File: src/rtl/chbg_pkg.sv
`default_nettype none

package chbg_pkg;

  // grid position bits after the coordinate divide, saturates at 2047
  localparam int GRID_BITS = 11;
  localparam int CODE_W = 16;
  localparam int NUM_CHAN = 3;

  typedef struct packed {
    logic [CODE_W-1:0] scale;
    logic [CODE_W-1:0] offset;
  } code_cfg_t;

endpackage

`default_nettype wire

File: src/rtl/chbg_code.sv
`default_nettype none

module chbg_code #(
  parameter int FB = 16
) (
  input  logic                         clk_i,
  input  logic                         en_i,
  input  logic [FB+8:0]                lv_i,
  input  chbg_pkg::code_cfg_t          cfg_i,
  output logic [chbg_pkg::CODE_W-1:0]  code_o
);

  import chbg_pkg::*;

  localparam int LW = FB + 9;
  localparam int PW = FB + 23;
  localparam logic [LW-1:0]  FULL = LW'(100) << FB;
  localparam logic [PW:0]    HALF = (PW + 1)'(50) << FB;
  localparam logic [23:0]    M100 = 24'((2 ** 30 + 99) / 100);

  logic          lo_d, hi_d;
  logic          lo1_q, hi1_q, lo2_q, hi2_q;
  logic [PW-1:0] prod_q;
  logic [PW:0]   sum;
  logic [22:0]   t;
  logic [46:0]   tm_q;

  assign lo_d = lv_i[LW-1] || (lv_i == '0);
  assign hi_d = !lv_i[LW-1] && (lv_i >= FULL);
  assign sum  = (PW + 1)'(prod_q) + HALF;
  assign t    = sum[FB+22:FB];

  always_ff @(posedge clk_i) begin
    if (en_i) begin
      lo1_q  <= lo_d;
      hi1_q  <= hi_d;
      prod_q <= PW'(lv_i[FB+6:0]) * PW'(cfg_i.scale);
      lo2_q  <= lo1_q;
      hi2_q  <= hi1_q;
      tm_q   <= 47'(t) * 47'(M100);
    end
  end

  assign code_o = cfg_i.offset + (lo2_q ? CODE_W'(0) :
                                  (hi2_q ? cfg_i.scale : tm_q[45:30]));

endmodule

`default_nettype wire

File: config.mk
export PLATFORM = sky130hd
export DESIGN_NAME = chbg_code
export DESIGN_NICKNAME = d
export VERILOG_FILES = /design/src/rtl/chbg_pkg.sv /design/src/rtl/chbg_code.sv
export SDC_FILE = /design/constraint.sdc
export NUM_CORES = 2
export LEC_CHECK = 0
export ABC_CLOCK_PERIOD_IN_PS = 7700
export BUFFER_PORTS_ARGS = -buffer_cell sky130_fd_sc_hd__buf_2
export CAP_MARGIN = 20
export CORE_MARGIN = 8
export CORE_UTILIZATION = 45
export CTS_CLUSTER_DIAMETER = 200
export DETAILED_ROUTE_END_ITERATION = 6
export HOLD_SLACK_MARGIN = 0.03
export REMOVE_ABC_BUFFERS = 1
export SYNTH_ARGS = -nofsm -noshare
export SYNTH_HDL_FRONTEND = slang
export SYNTH_SLANG_ARGS = --single-unit
File: constraint.sdc
create_clock -name clk_i -period 7.7 [get_ports clk_i]
set_input_delay 0.385 -clock clk_i [delete_from_list [all_inputs] [get_ports clk_i]]
set_output_delay 0.385 -clock clk_i [all_outputs]
set_load 0.03 [all_outputs]
==> metrics.md <==
| Metric | Value |
|---|---|
| Share of the synthesized area in the top cell type | 42.8% |
| Count of input and output buffers | 74 |
| Critical path type | reg2reg |
| Fill cell count | 4737 |
| Post-synthesis cell type count | 60 |
| Die W | 240 um |
| Final hold vios | 0 |
| Final WL | 60.0 mm |
| Min Hold Slack | 0.397 ns |
| Top cells by area, synth | fa_1, ha_1, inv_1, edfxtp_1, nand2_1 |
| Commonest cells after routing, fill and taps aside | inv_1, fa_1, ha_1 |
| Gate Count Post-Synth | 2383 |
| Diode count | 0 |
| CP most frequent cell | fa_1 |
| Crit path max fanout | 6 |
| First-pass GRT wire length | 97.3 mm |
| CTS clk-pin slew, worst paths | 0.06 ns |
| Initial antenna violation count | 1 |
| Cell taking the most area after synthesis | fa_1 |
| CTS tree | done |
| Syn Area/Cell | 9.49 um2 |
| Initial Util | 45.4% |
| Tot GR Track Use | 21.7% |
| Crit. End Element | register |
| Fin. max-slew vios | 0 |
| Gpl congestion | 0.978 |
| WL/cell | 19.2 um |
| Buffers & Inverters on Critical Path | 7 |
| Hold Path Depth | 3 |
| Synth warnings | 0 |
| FMAX | 0.135 GHz |
| EDFF count, synth | 43 |
| Cts-stage hold buffer count | 0 |
| Worst reg2reg path depth | 27 |
| Nets | 3351 |
| Slew HR | 46.0% |
| Delay-heaviest family, CP | adder cells |
| Sink Count | 43 |
| Min cycle time layout | 7.38 ns |
| Vias in the first global route | 18.1k |
| Die area | 57700 um2 |
| Crit path max-delay cell type | fa_1 |
| Clk Latency, worst-skew pair | 0.30 ns |
| Max incr delay on CP | 0.58 ns |
| GRT overflow | 0 |
| Vias after detailed routing | 16.2k |
| First-pass DRT Iterations | 5 |
| Yosys reg bits | 43 |
| Hpwl dp | 50.0 mm |
| Async set-reset flop share out of synthesis | 0% |
| Fin util | 48.6% |
| Core Box Area | 49900 um2 |
| Final Skew | 0.00533 ns |
| Multi-input logic area | 18900 um2 |
| Commonest non-fill, non-tap cell in the layout | inv_1 |
| # rows | 82 |
| Hold Crit Class | in2reg |
| Period Utilization, post-route | 95.9% |
| Clock tree buffer depth | 2 |
| IO Count | 75 |
| Outcome | completed |
| CTS Buf Count | 5 |
| Clock root buffer | clkbuf_16 |
| Slew @ Worst Pin | 0.810 ns |
| Die height | 240 um |
| Crit. path cell count | 27 |
| Post-DRT Antenna Nets | 0 |
| Number of H-tree levels | 2 |
| Layout area overhead | 7.23% |
| Max-Cap Viols | 0 |
| Ratio of cells with drive above 1 in the final layout | 6.82% |
| Critical Path AT | 7.43 ns |
| R2R Setup Slk | 0.32 ns |
| 1st-iter DRT viols | 1007 |
| Synth Cell Area | 22600 um2 |
| Req. time, crit path | 7.75 ns |
| FF+latch area | 1290 um2 |
| # setup viols final | 0 |
| Startpoint Class | register |
| Seq/Total Area, Yosys | 5.71% |
| Ys flop type | edfxtp_1 |
| DRC | 0 |
| Pin count of the biggest net entering global routing | 44 |
| Via/cell ratio | 5.18 |
[path summary, 6_finish.rpt]
check,from,endpoint
worst max-delay path,prod_q[23],tm_q[36]
worst min-delay path,lv_i[24],lo1_q
worst max register to register,prod_q[23],tm_q[36]
worst min register to register,hi1_q,hi2_q
[worst register-to-register path, stage by stage, from the launching register on]
cell	delay, ns
edfxtp_1	0.41
nand4_1	0.22
nor3_4	0.31
buf_4	0.16
nand2_1	0.08
xnor2_2	0.35
inv_1	0.15
fa_1	0.52
fa_1	0.56
inv_1	0.05
ha_1	0.30
fa_1	0.58
fa_1	0.43
fa_1	0.49
inv_1	0.05
fa_1	0.47
inv_1	0.04
ha_1	0.32
a21oi_1	0.14
a21oi_1	0.10
a211oi_2	0.19
buf_4	0.16
a211oi_2	0.06
buf_4	0.16
or3_4	0.33
and2_1	0.15
or2_1	0.21
xnor2_1	0.12
[layout make-up]
class / count / area share [%]
timing repair buffer: 118 / 2.99
inverter: 617 / 9.55
clock buffer: 6 / 0.531
multi-input combinational: 1663 / 78.1
sequential: 43 / 5.32
tap: 672 / 3.47
clock inverter: 2 / 0.0516
[per-stage QoR]
stage	cell area [um2]	instances	setup TNS [ns]	setup WS, ns
floorplan	22400	2323	0	0.0131
global placement	23900	3103	-0.928	-0.163
detailed placement	23900	3103	-2.11	-0.264
CTS	24000	3111	0	0.00598
global route	24200	3121	-0.0463	-0.0377
finish	24200	3121	0	0.315
[metal layers]
metal  vias to the layer above  global-route usage (%)  wire (um)
li1                       7368                       -          -
met4                         0                    5.18       1380
met3                        91                    2.12       3110
met5                         -                       0          0
met2                       443                    37.5      29700
met1                      8267                    29.1      25800
[what timing repair did]
| item | in CTS | in global routing |
|---|---|---|
| endpoints found under the setup margin | 13 | 13 |
| pin swaps | 1 | 10 |
| buffers inserted | 0 | 9 |
| gates resized for setup | 6 | 23 |
[logic make-up (layout without fill, tap and decap cells)]
logic type               after synthesis  count (layout)  share of synthesized area (%)
adder cells (fa/ha/maj)              844             844                           62.8
buffers and inverters                677             743                           11.2
AND/OR/NAND/NOR                      568             568                           11.9
AO/OA/AOI/OAI                        159             159                           4.63
XOR/XNOR                              76              76                           3.01
flip-flops                            43              43                           5.71
multiplexers                          16              16                          0.708
[state kept, by name (all words and copies together) (netlist names)]
| signal | count |
|---|---|
| hi1_q | 1 |
| hi2_q | 1 |
| lo1_q | 1 |
| lo2_q | 1 |
| prod_q | 23 |
| tm_q | 16 |
[synthesized netlist by cell type, types with 7 or more instances]
| library cell | n |
|---|---|
| a21o_1 | 20 |
| a21oi_1 | 50 |
| and2_1 | 116 |
| and3_1 | 14 |
| clkbuf_1 | 59 |
| edfxtp_1 | 43 |
| fa_1 | 484 |
| ha_1 | 360 |
| inv_1 | 617 |
| mux2i_1 | 16 |
| nand2_1 | 293 |
| nand3_1 | 19 |
| nand4_1 | 8 |
| nor2_1 | 55 |
| nor2b_1 | 9 |
| nor3_1 | 16 |
| o21ai_0 | 26 |
| o21bai_1 | 7 |
| xnor2_1 | 46 |
| xor2_1 | 28 |
Power is not shown: default switching activity piles up to over one toggle a cycle in this logic, so the estimate is an artifact.
