**config.mk**
```make
export PLATFORM = sky130hd
export DESIGN_NAME = chbg_level
export DESIGN_NICKNAME = d
export VERILOG_FILES = /design/src/rtl/chbg_pkg.sv /design/src/rtl/chbg_level.sv
export SDC_FILE = /design/constraint.sdc
export NUM_CORES = 2
export LEC_CHECK = 0
export BUFFER_PORTS_ARGS = -buffer_cell sky130_fd_sc_hd__buf_2
export CAP_MARGIN = 25
export CORE_UTILIZATION = 40
export DETAILED_ROUTE_END_ITERATION = 8
export PLACE_DENSITY = 0.61
export SYNTH_ARGS = -nofsm -noshare
export SYNTH_HDL_FRONTEND = slang
export SYNTH_SLANG_ARGS = --single-unit
```
**constraint.sdc**
```tcl
create_clock -name clk_i -period 7.9 [get_ports clk_i]
set_clock_uncertainty 0.2 [all_clocks]
set_input_delay 1.58 -clock clk_i [delete_from_list [all_inputs] [get_ports clk_i]]
set_output_delay 1.58 -clock clk_i [all_outputs]
set_load 0.01 [all_outputs]
```
**src/rtl/chbg_pkg.sv**
```systemverilog
`default_nettype none

package chbg_pkg;

  // grid position bits after the coordinate divide, saturates at 2047
  localparam int GRID_BITS = 11;
  localparam int CODE_W = 16;
  localparam int NUM_CHAN = 3;

  typedef struct packed {
    logic [CODE_W-1:0] scale;
    logic [CODE_W-1:0] offset;
  } code_cfg_t;

endpackage

`default_nettype wire

```
**src/rtl/chbg_level.sv**
```systemverilog
`default_nettype none

module chbg_level #(
  parameter int FB = 16
) (
  input  logic                            clk_i,
  input  logic                            en_i,
  input  logic [chbg_pkg::GRID_BITS-1:0]  xhd_i,
  input  logic [chbg_pkg::GRID_BITS-1:0]  yhd_i,
  input  logic [14:0]                     bar_i,
  output logic [FB+8:0]                   lv_o [chbg_pkg::NUM_CHAN]
);

  import chbg_pkg::*;

  localparam int LW   = FB + 9;
  localparam int SR   = FB - 2;
  localparam int SB   = FB - 8;
  localparam int A257 = (2 ** SR) / 257;
  localparam int B257 = (2 ** SR) % 257;
  localparam int A75  = (2 ** SB) / 75;
  localparam int B75  = (2 ** SB) % 75;
  localparam logic [17:0] M257 = 18'((2 ** 26 + 256) / 257);
  localparam logic [22:0] M75  = 23'((2 ** 29 + 74) / 75);

  function automatic logic [23:0] rgb(input logic [7:0] r, input logic [7:0] g,
                                      input logic [7:0] b);
    return {b, g, r};
  endfunction

  logic        ramp_d;
  logic [2:0]  useg_d;
  logic [23:0] ire_d;
  logic [6:0]  c_d;

  // region decode
  always_comb begin
    ramp_d = 1'b0;
    useg_d = 3'b000;
    ire_d  = '0;
    c_d    = '0;
    if (yhd_i < 11'd270) begin
      if (xhd_i < 11'd240)       ire_d = rgb(8'd15, 8'd15, 8'd15);
      else if (xhd_i < 11'd548)  ire_d = '0;
      else if (xhd_i < 11'd960)  ire_d = rgb(8'd100, 8'd100, 8'd100);
      else if (xhd_i < 11'd1130) ire_d = '0;
      else if (xhd_i < 11'd1198) ire_d = rgb(8'hFE, 8'hFE, 8'hFE);
      else if (xhd_i < 11'd1268) ire_d = '0;
      else if (xhd_i < 11'd1336) ire_d = rgb(8'd2, 8'd2, 8'd2);
      else if (xhd_i < 11'd1406) ire_d = '0;
      else if (xhd_i < 11'd1474) ire_d = rgb(8'd4, 8'd4, 8'd4);
      else if (xhd_i < 11'd1680) ire_d = '0;
      else                       ire_d = rgb(8'd15, 8'd15, 8'd15);
    end else if (yhd_i < 11'd360) begin
      if (xhd_i < 11'd240)       ire_d = rgb(8'd100, 8'd100, 8'd0);
      else if (xhd_i < 11'd446)  ire_d = '0;
      else if (xhd_i < 11'd1474) begin
        ramp_d = 1'b1;
        useg_d = 3'b111;
      end
      else if (xhd_i < 11'd1680) ire_d = rgb(8'd100, 8'd100, 8'd100);
      else                       ire_d = rgb(8'd100, 8'd0, 8'd0);
    end else if (yhd_i < 11'd450) begin
      if (xhd_i < 11'd240)       ire_d = rgb(8'd0, 8'd100, 8'd100);
      else if (xhd_i < 11'd446)  ire_d = rgb(8'd100, 8'd100, 8'd100);
      else if (xhd_i < 11'd1680) ire_d = rgb(8'd75, 8'd75, 8'd75);
      else                       ire_d = rgb(8'd0, 8'd0, 8'd100);
    end else begin
      if (xhd_i < 11'd240) begin
        c_d = 7'd40;
        useg_d = 3'b111;
      end else if (xhd_i < 11'd446) begin
        c_d = 7'd75;
        useg_d = 3'b111;
      end else if (xhd_i < 11'd652) begin
        c_d = 7'd75;
        useg_d = 3'b011;
      end else if (xhd_i < 11'd858) begin
        c_d = 7'd75;
        useg_d = 3'b110;
      end else if (xhd_i < 11'd1062) begin
        c_d = 7'd75;
        useg_d = 3'b010;
      end else if (xhd_i < 11'd1268) begin
        c_d = 7'd75;
        useg_d = 3'b101;
      end else if (xhd_i < 11'd1474) begin
        c_d = 7'd75;
        useg_d = 3'b001;
      end else if (xhd_i < 11'd1680) begin
        c_d = 7'd75;
        useg_d = 3'b100;
      end else begin
        c_d = 7'd40;
        useg_d = 3'b111;
      end
    end
  end

  logic        ramp0_q, ramp1_q, ramp2_q, ramp3_q, ramp4_q;
  logic [2:0]  useg0_q, useg1_q, useg2_q, useg3_q, useg4_q;
  logic [23:0] ire0_q, ire1_q, ire2_q, ire3_q, ire4_q;
  logic [10:0] u0_q;
  logic [6:0]  c0_q;
  logic [16:0] p1_q, p2_q;
  logic [21:0] k1_q, k2_q;
  logic [34:0] prodp2_q;
  logic [44:0] prodk2_q;
  logic [8:0]  qp_d, qp3_q, qp4_q, rp_d, rp3_q;
  logic [16:0] z1_d, z1_3_q;
  logic [15:0] qk_d, qk3_q, qk4_q;
  logic [6:0]  rk_d, rk3_q;
  logic [12:0] z2_d, z2_3_q;
  logic [34:0] pz1_4_q;
  logic [35:0] pz2_4_q;
  logic [LW-1:0] ra1_4_q, ra2_4_q, g_d;
  logic [LW-1:0] lv_q [NUM_CHAN];

  assign qp_d = prodp2_q[34:26];
  assign rp_d = 9'(p2_q - 17'(qp_d) * 17'd257);
  assign z1_d = 17'(rp_d) * 17'(B257) + 17'd128;
  assign qk_d = prodk2_q[44:29];
  assign rk_d = 7'(k2_q - 22'(qk_d) * 22'd75);
  assign z2_d = 13'(rk_d) * 13'(B75) + 13'd37;

  assign g_d = ramp4_q ?
      (LW'(qp4_q) << SR) + ra1_4_q + LW'(pz1_4_q[34:26]) :
      (LW'(qk4_q) << SB) + ra2_4_q + LW'(pz2_4_q[35:29]);

  always_ff @(posedge clk_i) begin
    if (en_i) begin
      ramp0_q <= ramp_d;
      useg0_q <= useg_d;
      ire0_q  <= ire_d;
      u0_q    <= xhd_i - 11'd446;
      c0_q    <= c_d;

      ramp1_q <= ramp0_q;
      useg1_q <= useg0_q;
      ire1_q  <= ire0_q;
      p1_q    <= 17'(u0_q) * 17'd100;
      k1_q    <= 22'(c0_q) * 22'(bar_i);

      ramp2_q  <= ramp1_q;
      useg2_q  <= useg1_q;
      ire2_q   <= ire1_q;
      p2_q     <= p1_q;
      k2_q     <= k1_q;
      prodp2_q <= 35'(p1_q) * 35'(M257);
      prodk2_q <= 45'(k1_q) * 45'(M75);

      ramp3_q <= ramp2_q;
      useg3_q <= useg2_q;
      ire3_q  <= ire2_q;
      qp3_q   <= qp_d;
      rp3_q   <= rp_d;
      z1_3_q  <= z1_d;
      qk3_q   <= qk_d;
      rk3_q   <= rk_d;
      z2_3_q  <= z2_d;

      ramp4_q <= ramp3_q;
      useg4_q <= useg3_q;
      ire4_q  <= ire3_q;
      qp4_q   <= qp3_q;
      qk4_q   <= qk3_q;
      pz1_4_q <= 35'(z1_3_q) * 35'(M257);
      pz2_4_q <= 36'(z2_3_q) * 36'(M75);
      ra1_4_q <= LW'(rp3_q) * LW'(A257);
      ra2_4_q <= LW'(rk3_q) * LW'(A75);

      for (int ch = 0; ch < NUM_CHAN; ch++) begin
        lv_q[ch] <= useg4_q[ch] ? g_d :
            ({{(LW-8){ire4_q[ch*8+7]}}, ire4_q[ch*8 +: 8]} << FB);
      end
    end
  end

  assign lv_o = lv_q;

endmodule

`default_nettype wire

```
==> reports/results.txt <==
count of final setup violators -> 0
vias in the first global route -> 25.4k
actual slew at the worst max-slew pin -> 1.02 ns
Post-Route M1 WL -> 37,100 um
commonest non-fill, non-tap cell in the layout -> inv_1
full die area -> 102,000 sq um
gpl congestion -> 0.910
antenna violations before repair -> 1
Post-synth ARST share -> 0
GRT Total Usage -> 0.159
largest net degree at the start of global routing -> 180
Avg Synthesized Cell Area -> 11.5 sq um
Max Slew Vio Count -> 0
critical path class -> register to register
Core Area -> 99,000 sq um
DR iter-0 viols -> 1,051
Die W -> 319 um
synthesized instance count -> 3,491
Skew-Pair Late Insertion Delay -> 0.59 ns
hold path start -> qp3_q[4]
Avg WL per Cell -> 15.6 um
crit path time final -> 7.04 ns
TritonCTS clock tree -> done
hold slack -> 0.200 ns
Req. time, crit path -> 8.03 ns
TNS Setup -> 0 ns
vias -> 23.9k
R2R Path End -> prodk2_q[44]
global-route wire length before repair -> 130,000 um
FF-to-FF Start -> k1_q[11]
CTS sink count -> 379
vias per cell -> 4.83
Unique masters post-synth -> 75
period utilization -> 0.892
height of the die -> 319 um
clock slew seen by the registers of the worst setup and hold paths -> 0.06 ns
met3 wire length -> 2800 um
critical path launch point type -> register
Synth Flop Type -> edfxtp_1
Hold Path Class -> register to register
area grow syn2layout -> 8.83%
Routed Wire Length -> 77,300 um
post-synthesis sequential area ratio -> 0.283
PortBufs -> 112
post-CTS setup repair buffer count -> 0
type of destination of the critical path -> register
# diodes -> 0
relative slew slack -> 0.323
row cnt -> 115
IO Pins -> 114
hold_buf cts -> 0
Post-DRT Antenna Nets -> 0
H-tree Lvls -> 2
outcome -> finished, final reports clean
RSZ-0062 raised after global routing -> no
Nets -> 4,918
CTS Buf Count -> 43
share of cells above drive strength 1 -> 0.0626
flop2flop setup slack -> 0.86 ns
cell area after synthesis -> 40,200 sq um
Yosys warnings -> 0
most frequent cells in the layout -> inv_1 (796), ha_1 (786), fa_1 (468), edfxtp_1 (379), nor2_1 (127)
final hold viol count -> 0
DRC viols -> 0
initial core utilization -> 0.406
met2 wire len -> 36,100 um
Worst Path Arrival -> 7.18 ns
flops & latches, synth -> 379
highest routed layer -> met4
CTS max path bufs -> 3
maxcap violations -> 0
worst-path fanout max -> 8
Post-synth EDFFs -> 379
CP endpoint -> prodk2_q[44]
1st-pass router iterations -> 7
PostCTS Resize Cnt -> 0
root buf cell -> clkbuf_16
Net Count, Synth -> 4,784
crit path launch -> k1_q[11]
f_max -> 142 MHz
r2r worst-path depth -> 22
hpwl dp -> 65,700 um
grt total ovfl -> 0
-- worst min-delay path by stage --
stage                     depth (start not counted)         end  slack [ns]
after floorplan                                   0  ire1_q[10]        0.20
after detailed placement                          0  ire1_q[20]        0.20
after CTS                                         0    qp4_q[4]        0.20
after global placement                            0   qk3_q[14]        0.20
after global routing                              0  useg2_q[0]        0.22
final                                             0    qp4_q[4]        0.20
-- final cells by class --
cell class / instances / area (sq um)
Clock buffer: 49 / 1100
Clock inverter: 27 / 313
Fill cell: 9232 / 55200
Inverter: 799 / 3000
Multi-Input combinational cell: 2285 / 25700
Sequential cell: 379 / 11400
Tap cell: 1287 / 1610
Timing Repair Buffer: 117 / 633
-- worst max-delay path: stages (launching register included) --
cell and delay, ns:
edfxtp_1 0.58, fa_1 0.62, inv_1 0.07, fa_1 0.48
inv_1 0.04, ha_1 0.29, fa_1 0.48, fa_1 0.54
fa_1 0.55, inv_1 0.06, fa_1 0.53, inv_1 0.04
ha_1 0.33, a21oi_1 0.15, o21ai_1 0.14, nor3_1 0.27
nor2_1 0.14, nand3_1 0.16, o21ai_2 0.12, a221o_2 0.38
o41a_1 0.36, a21oi_2 0.16, xnor2_1 0.07
-- synth_stat cells, types with 7 or more instances --
master,number,area share
inv_1,796,0.074
ha_1,786,0.24
fa_1,468,0.23
edfxtp_1,379,0.28
nor2_1,127,0.012
xnor2_1,113,0.025
a21oi_1,105,0.013
nand2_1,91,0.0085
and2_1,77,0.012
o21ai_0,58,0.0072
xor2_1,57,0.012
a21o_1,49,0.0091
nand3_1,36,0.0045
clkbuf_1,27,0.0025
nor3_1,26,0.0032
nor2b_1,24,0.0037
o21bai_1,23,0.0043
nand2b_1,21,0.0033
and3_1,20,0.0031
nand4_1,16,0.0025
o21a_1,15,0.0028
a31oi_1,14,0.0022
mux2_2,14,0.0039
o21ai_1,13,0.0016
or2_2,12,0.0019
mux2i_1,10,0.0025
o22ai_1,10,0.0016
a211oi_1,7,0.0013
-- layer usage --
| metal | up-vias | track usage |
|---|---|---|
| li1 | 11800 | - |
| met5 | - | 0 |
| met3 | 76 | 0.0191 |
| met1 | 11700 | 0.222 |
| met4 | 0 | 0.0294 |
| met2 | 346 | 0.268 |
-- metrics by stage --
step	setup WS, ns	area, sq um	util	std cells
2_1_floorplan	1.51	40200	-	3491
3_3_place_gp	0.878	42400	0.428	4867
3_5_place_dp	0.838	42400	0.428	4867
4_1_cts	0.827	43800	0.442	4943
5_1_grt	0.418	43800	0.442	4943
6_report	0.855	43800	0.442	4943
-- cells by family after synthesis --
kind of cell | after synthesis | synth area share
flip-flops | 379 | 0.283
AO/OA/AOI/OAI | 363 | 0.0597
buffers and inverters | 827 | 0.0772
XOR/XNOR | 170 | 0.0370
adder cells (fa/ha/maj) | 1254 | 0.478
multiplexers | 25 | 0.00669
AND/OR/NAND/NOR | 473 | 0.0588
-- state kept, by name (all words and copies together), names as in the netlist, 15 cells and up --
name / cells
qk4_q: 16
qk3_q: 16
ra1_4_q: 15
k1_q: 22
prodk2_q: 16
p1_q: 15
lv_o: 75
Power is left out: the tool's default activity adds up to more than one toggle a clock period on the data nets, which glitch-free logic cannot reach.
