### src/rtl/chbg_grid_div.sv
`default_nettype none

module chbg_grid_div #(
  parameter int NW = 28,
  parameter int DW = 16,
  parameter int QB = 11
) (
  input  logic          clk_i,
  input  logic          en_i,
  input  logic [NW-1:0] num_i,
  input  logic [DW-1:0] den_i,
  output logic [QB-1:0] quo_o
);

  localparam int RW = NW - 1;
  localparam int CW = ((RW > DW + QB) ? RW : DW + QB) + 1;

  logic [RW-1:0] rem_q  [QB];
  logic [QB-1:0] quo_q  [QB+1];
  logic          zero_q [QB+1];
  logic          max_q  [QB+1];

  // stage zero: sign and overflow check
  always_ff @(posedge clk_i) begin
    if (en_i) begin
      rem_q[0]  <= num_i[RW-1:0];
      quo_q[0]  <= '0;
      zero_q[0] <= num_i[NW-1];
      max_q[0]  <= !num_i[NW-1] && (CW'(num_i[RW-1:0]) >= (CW'(den_i) << QB));
    end
  end

  // one quotient bit per stage
  for (genvar i = 1; i <= QB; i++) begin : g_stage
    localparam int K = QB - i;
    logic [CW-1:0] trial;
    logic          ge;

    assign trial = CW'(den_i) << K;
    assign ge    = CW'(rem_q[i-1]) >= trial;

    always_ff @(posedge clk_i) begin
      if (en_i) begin
        quo_q[i]  <= quo_q[i-1] | (ge ? (QB'(1) << K) : QB'(0));
        zero_q[i] <= zero_q[i-1];
        max_q[i]  <= max_q[i-1];
      end
    end

    if (i < QB) begin : g_rem
      always_ff @(posedge clk_i) begin
        if (en_i) begin
          rem_q[i] <= ge ? RW'(CW'(rem_q[i-1]) - trial) : rem_q[i-1];
        end
      end
    end
  end

  assign quo_o = zero_q[QB] ? '0 : (max_q[QB] ? '1 : quo_q[QB]);

endmodule

`default_nettype wire

### config.mk
export PLATFORM = sky130hd
export DESIGN_NAME = chbg_grid_div
export DESIGN_NICKNAME = d
export VERILOG_FILES = /design/src/rtl/chbg_grid_div.sv
export SDC_FILE = /design/constraint.sdc
export NUM_CORES = 1
export LEC_CHECK = 0
export BUFFER_PORTS_ARGS = -buffer_cell sky130_fd_sc_hd__buf_2
export CAP_MARGIN = 20
export CORE_MARGIN = 5
export CORE_UTILIZATION = 26
export DETAILED_ROUTE_END_ITERATION = 7
export SLEW_MARGIN = 10
export SYNTH_ARGS = -nofsm -noshare
export SYNTH_HDL_FRONTEND = slang
export SYNTH_SLANG_ARGS = --single-unit
### constraint.sdc
create_clock -name clk_i -period 5.1 [get_ports clk_i]
set_input_delay 0 -clock clk_i [delete_from_list [all_inputs] [get_ports clk_i]]
set_output_delay 0 -clock clk_i [all_outputs]
set_load 0.02 [all_outputs]
==> flow_metrics.tcl, run 1 <==
set metrics [dict create \
    yosys_warnings 0 \
    p_seq_frac 0.395 \
    die-area_um2 95200 \
    layout_commonest_cell "edfxtp_1" \
    place_hpwl_um 37500 \
    cts_buffer_depth 3 \
    first_iter_violations 853 \
    p_leak_nw 9.81 \
    comb_power_share 0.379 \
    crit_start "rem_q[6][15]" \
    grt-ovfl-total 0 \
    wire_per_inst_um 14.7 \
    path_clk_slew_ns 0.06 \
    p_int_mw 8.52 \
    status "completed" \
    hold_path.class "input port to register" \
    rsz0062_at_grt "no" \
    crit_fanout 20 \
    fin_crit_sh 0.691 \
    cp-start-kind "register" \
    critPathArrivalTime_ns 3.80 \
    syn_to_final_growth_pct 14.4 \
    grt_pass1_vias 15820 \
    switching_share 0.340 \
    async_flop_share 0 \
    worst_clock_skew_ns 0.0281 \
    synth_edf_count 387 \
    fin_setup_tns_ns 0 \
    r2r_end "rem_q[7][10]" \
    cts_tree "done" \
    cts_setup_buffers 0 \
    hold_viol_final 0 \
    worstMarginPinSlew_ns 0.900 \
    fin_crit_ns 3.52 \
    viasPerCell 4.74 \
    reg2reg_slack_ns 1.58 \
    synth_top_area_frac 0.501 \
    path_class "register to register" \
    dr.pass1.iters 5 \
    clk_latency_ns 0.55 \
    gp_congestion 0.830 \
    diodes 0 \
    cap_violations 0 \
    power_density_nw_per_um2 487 \
    timing.rr.start "rem_q[6][15]" \
    netlist_top_cells_area "edfxtp_1, ha_1, xor2_1, o21ai_0, a21oi_1" \
    place_area_um2 25000 \
    ys_ff_latch 387 \
    power_frac_clock 0.226 \
    die_w_um 309 \
    numCtsBuffers 41 \
    dp_cells 3276 \
    holdPathStages 2 \
    num_rows 109 \
    max_clock_freq_mhz 284 \
    grtUsageTotal 0.103 \
    ctsResizeCount 0 \
    ys.flop_type "edfxtp_1" \
    slew_headroom 0.399 \
    end_kind "register" \
    clockRootBuffer "clkbuf_16" \
    hold_ws_ns 0.179 \
    cts.sinks 387 \
    drc 0 \
    core-area_um2 88500 \
    layout-drive-gt1-share 0.0959 \
    critPathRequiredTime_ns 5.38 \
    ant_nets 0 \
    syn-num-nets 2327 \
    grt_max_degree 171 \
    ioPinCount 57 \
    drt_wl_total_um 49800 \
    synthesis.area_um2 23200 \
    synth_cells 2079 \
    avgSynthCellArea_um2 11.2 \
    instances_no_fill 3376 \
    initial_core_util 0.262 \
    die_y_um 309 \
    antenna_found_initial 0 \
    yosysSeqAreaShare 0.501 \
    ff2ff_path_depth 8 \
    grt_pass1_wl_um 80500 \
    layout_common_cells "edfxtp_1, ha_1, nand2_1" \
    peakVddDrop_mv 0.276 \
    crit_end "rem_q[7][10]" \
    final_net_count 2431 \
    slew_violations 0 \
    design_area_um2 26500 \
    synth_cell_type_count 82 \
    setup_viol 0 \
    p_switching_mw 4.39 \
    vias 16002 \
    synth_area_leader_cell "edfxtp_1" \
    port_buffers 56 \
    cts_max_level 2 \
    totalPowerFinal_mw 12.9 \
]
-- state kept, by name, summed over array words and instances, names as in the netlist --
| name | cells |
|---|---|
| rem_q | 297 |
| zero_q | 12 |
| max_q | 12 |
| quo_q | 66 |
-- area by class of cell --
type / instances / area (um^2)
flip-flops and latches: 387 / 11600
inverters: 72 / 270
clock buffers: 47 / 1070
fillers: 8950 / 62000
clock inverters: 24 / 220
repair buffers: 109 / 773
multi-input cells: 1572 / 11100
well taps: 1165 / 1460
-- critical path: stages (launching register included) --
cell and delay (ns):
edfxtp_1 0.40, ha_1 0.49, nand4b_1 0.13, or4_1 0.50, nor4_1 0.38, nor3_1 0.11, a21o_1 0.35, inv_1 0.49
mux2_2 0.40
-- per-stage QoR --
stage / setup WS [ns] / util
6_report: 1.58 / 0.300
5_1_grt: 1.31 / 0.300
4_1_cts: 1.53 / 0.300
3_5_place_dp: 1.06 / 0.282
3_3_place_gp: 1.14 / 0.282
2_1_floorplan: 2.15 / -
-- power by group through the flow --
stage                     clock network (mW)  logic, mW  registers, mW
final                                   2.91       4.89           5.10
after global routing                    3.15       5.55           5.19
after CTS                               3.02       4.90           5.10
after detailed placement                   0       4.86           5.16
after global placement                     0       4.80           5.17
after floorplan                            0       3.93           4.98
-- logic make-up after synthesis --
logic type      after synthesis  synth area share
simple gates                618             0.134
compound gates              542             0.149
flops                       387             0.501
fa+ha+maj                   202             0.112
xor+xnor                    164            0.0620
buf+inv                     120            0.0203
mux                          46            0.0220
-- what timing repair did --
| item | CTS | global route |
|---|---|---|
| endpoints found under the hold margin | 37 | 0 |
| hold buffers | 29 | 0 |
| endpoints found under the setup margin | 0 | 0 |
-- how the worst min path moves through the flow --
| stage | start | end |
|---|---|---|
| after floorplan | num_i[0] | rem_q[0][0] |
| after global placement | num_i[9] | rem_q[0][9] |
| after detailed placement | num_i[8] | rem_q[0][8] |
| after CTS | num_i[20] | rem_q[0][20] |
| after global routing | num_i[13] | rem_q[0][13] |
| final | num_i[19] | rem_q[0][19] |
-- per-layer routing --
layer	part of all wire	GRT usage
met5	0	0
met4	0.031	0.0338
met3	0.038	0.0144
met2	0.47	0.177
met1	0.46	0.135
-- Yosys cell counts (5+ instances only) --
cell,n
edfxtp_1,387
ha_1,192
nand2_1,158
nor2_1,153
o21ai_0,146
a21oi_1,142
xor2_1,87
xnor2_1,77
inv_1,71
a21o_1,62
nand3_1,46
nor3_1,45
mux2_2,39
nor4_1,34
o21a_1,34
clkbuf_1,33
nor2b_1,28
nand2b_1,27
nand4_1,27
or3_1,23
a211oi_1,21
a31oi_1,19
o31ai_1,16
o21bai_1,15
and3_1,14
o211ai_1,13
buf_2,12
fa_1,10
nand4b_1,10
o31a_1,10
or4_1,9
nand3b_1,8
mux2i_1,7
a211o_1,6
a31o_2,6
and2_1,6
a21boi_0,5
nor4b_1,5
or2_2,5
(Power assumes the default switching activity.)
==> inputs of run 2 (changes only) <==
==> constraint.sdc (replaced) <==
create_clock -name clk_i -period 2.9 [get_ports clk_i]
set_input_delay 0 -clock clk_i [delete_from_list [all_inputs] [get_ports clk_i]]
set_output_delay 0 -clock clk_i [all_outputs]
set_load 0.02 [all_outputs]
==> run 2 against run 1 <==
Net effect: the flow now finishes with violations (setup timing); non-clock buffer count up 304; clock power up 92%; critical path depth is 1 higher; clock-buffer cell count is 2 lower; hold slack worse by 0.14 ns; worst setup slack got worse by 1.7 ns; register-to-register slack lost 1.7 ns; maximum frequency is 18% higher; first-iteration DRC count decreased by 2.1%; global-route usage grew 0.39 points; sequential power is 75% higher; final cell count is 9.1% higher.
==> flow_metrics.tcl, run 2 (same netlist as run 1, synthesis figures left out) <==
set metrics [dict create \
    cts_max_level 2 \
    setup_viol 6 \
    p_seq_frac 0.347 \
    switching_share 0.332 \
    numCtsBuffers 42 \
    end_kind "register" \
    p_switching_mw 8.56 \
    port_buffers 56 \
    cts.sinks 387 \
    critPathRequiredTime_ns 3.20 \
    crit_fanout 3 \
    die_w_um 309 \
    grt_pass1_wl_um 83900 \
    totalPowerFinal_mw 25.7 \
    cts_tree "done" \
    power_frac_clock 0.217 \
    diodes 0 \
    ff2ff_path_depth 9 \
    hold_viol_final 0 \
    gp_congestion 0.832 \
    antenna_found_initial 0 \
    viasPerCell 4.65 \
    path_clk_slew_ns 0.06 \
    use_met2 0.195 \
    critPathArrivalTime_ns 3.28 \
    comb_power_share 0.436 \
    final_net_count 2736 \
    holdPathStages 4 \
    ioPinCount 57 \
    rsz0062_at_grt "yes" \
    grt_pass1_vias 17075 \
    num_rows 109 \
    clk_latency_ns 0.55 \
    p_leak_nw 11.6 \
    cts_buffer_depth 3 \
    path_class "register to register" \
    p_int_mw 17.2 \
    regMostFlops "rem_q" \
    max_clock_freq_mhz 336 \
    wire_per_inst_um 14.4 \
    cap_violations 0 \
    cp-start-kind "register" \
    place_hpwl_um 39800 \
    syn_to_final_growth_pct 29.9 \
    violations "setup timing" \
    worstMarginPinSlew_ns 0.781 \
    layout_common_cells "edfxtp_1, buf_4, ha_1" \
    initial_core_util 0.262 \
    dr.pass1.iters 7 \
    drt_wl_total_um 52900 \
    reg_top3 "rem_q x297, quo_q x66" \
    die_y_um 309 \
    slew_headroom 0.475 \
    grtUsageTotal 0.107 \
    drc 0 \
    die-area_um2 95200 \
    power_density_nw_per_um2 855 \
    ant_nets 0 \
    layout_commonest_cell "edfxtp_1" \
    worst_clock_skew_ns 0.0235 \
    largest_reg_flops 297 \
    core-area_um2 88500 \
    peakVddDrop_mv 0.504 \
    clockRootBuffer "clkbuf_16" \
    grt_max_degree 78 \
    vias 17114 \
    fin_crit_sh 1.03 \
    fin_ws_ns -0.0804 \
    use_met3 0.0153 \
    first_iter_violations 835 \
    dpl_worst_slack_ns -0.242 \
    grt-ovfl-total 0 \
    hold_path.class "input port to register" \
    layout-drive-gt1-share 0.250 \
    fin_crit_ns 2.98 \
    fin_setup_tns_ns -0.275 \
    slew_violations 0 \
    top_usage_layer "met2" \
    status "complete, but fails checks" \
    grt.met1_usage 0.134 \
]
[run 2: changes by cell type in the layout (fill, tap and decap cells not counted), moves of 10 or more]
cell / before / now
buf_4: 23 / 298
ha_1: 192 / 172
buf_12: 1 / 17
ha_4: 0 / 16
a21oi_1: 141 / 126
nor4_1: 34 / 19
o21ai_0: 146 / 131
a21oi_2: 1 / 15
o21ai_1: 2 / 12
[run 2: worst paths after layout]
kind | from | end | slack (ns)
setup / recovery | rem_q[8][17] | rem_q[9][25] | -0.08
hold / removal | den_i[15] | quo_q[2][33] | 0.03
setup reg to reg | rem_q[8][17] | rem_q[9][25] | -0.08
hold reg to reg | quo_q[1][20] | quo_q[1][31] | 0.40
[run 2: layout make-up]
| cell class | count | area, um^2 |
|---|---|---|
| well taps | 1165 | 1460 |
| clock inverters | 30 | 369 |
| fillers | 8772 | 58400 |
| clock buffers | 45 | 1060 |
| flip-flops and latches | 387 | 11600 |
| multi-input cells | 1572 | 11900 |
| repair buffers | 413 | 3380 |
| inverters | 72 | 275 |
[run 2: power by group through the flow]
stage	clock [mW]	combinational, mW	sequential, mW
global placement	0	10.1	8.97
floorplan	0	6.91	8.77
finish	5.60	11.2	8.92
detailed placement	0	10.2	8.98
global route	6.00	12.5	9.08
CTS	5.77	10.4	8.87
[run 2: critical path: stages, from the launching register on]
cell and delay, ns:
edfxtp_1 0.44, ha_4 0.30, or4bb_1 0.49, or4_4 0.51, o21ai_4 0.18, nor4b_2 0.07
o21a_2 0.15, or3_4 0.40, nor3_4 0.12, xor2_1 0.08
[run 2: per-layer routing]
metal  wire, um  vias up
li1           -     8731
met1      23300     8071
met2      26400      236
met3       1980       76
met4       1130        0
met5          0        -
[run 2: timing repair]
| action | CTS | global route |
|---|---|---|
| gates resized for setup | 34 | 147 |
| buffers inserted | 4 | 35 |
| gates cloned | 0 | 4 |
| hold buffers | 29 | 0 |
| pin swaps | 6 | 51 |
| hold endpoints to repair | 98 | 0 |
| endpoints found under the setup margin | 55 | 139 |
[run 2: stage by stage]
step	std cells	instance area [um^2]	util	hold slack (ns)
floorplan	2079	23200	-	0.0989
global placement	3537	27100	0.306	0.198
detailed placement	3537	27100	0.306	0.196
CTS	3645	29000	0.328	0.00956
global route	3684	30100	0.340	0.0317
finish	3684	30100	0.340	0.0338
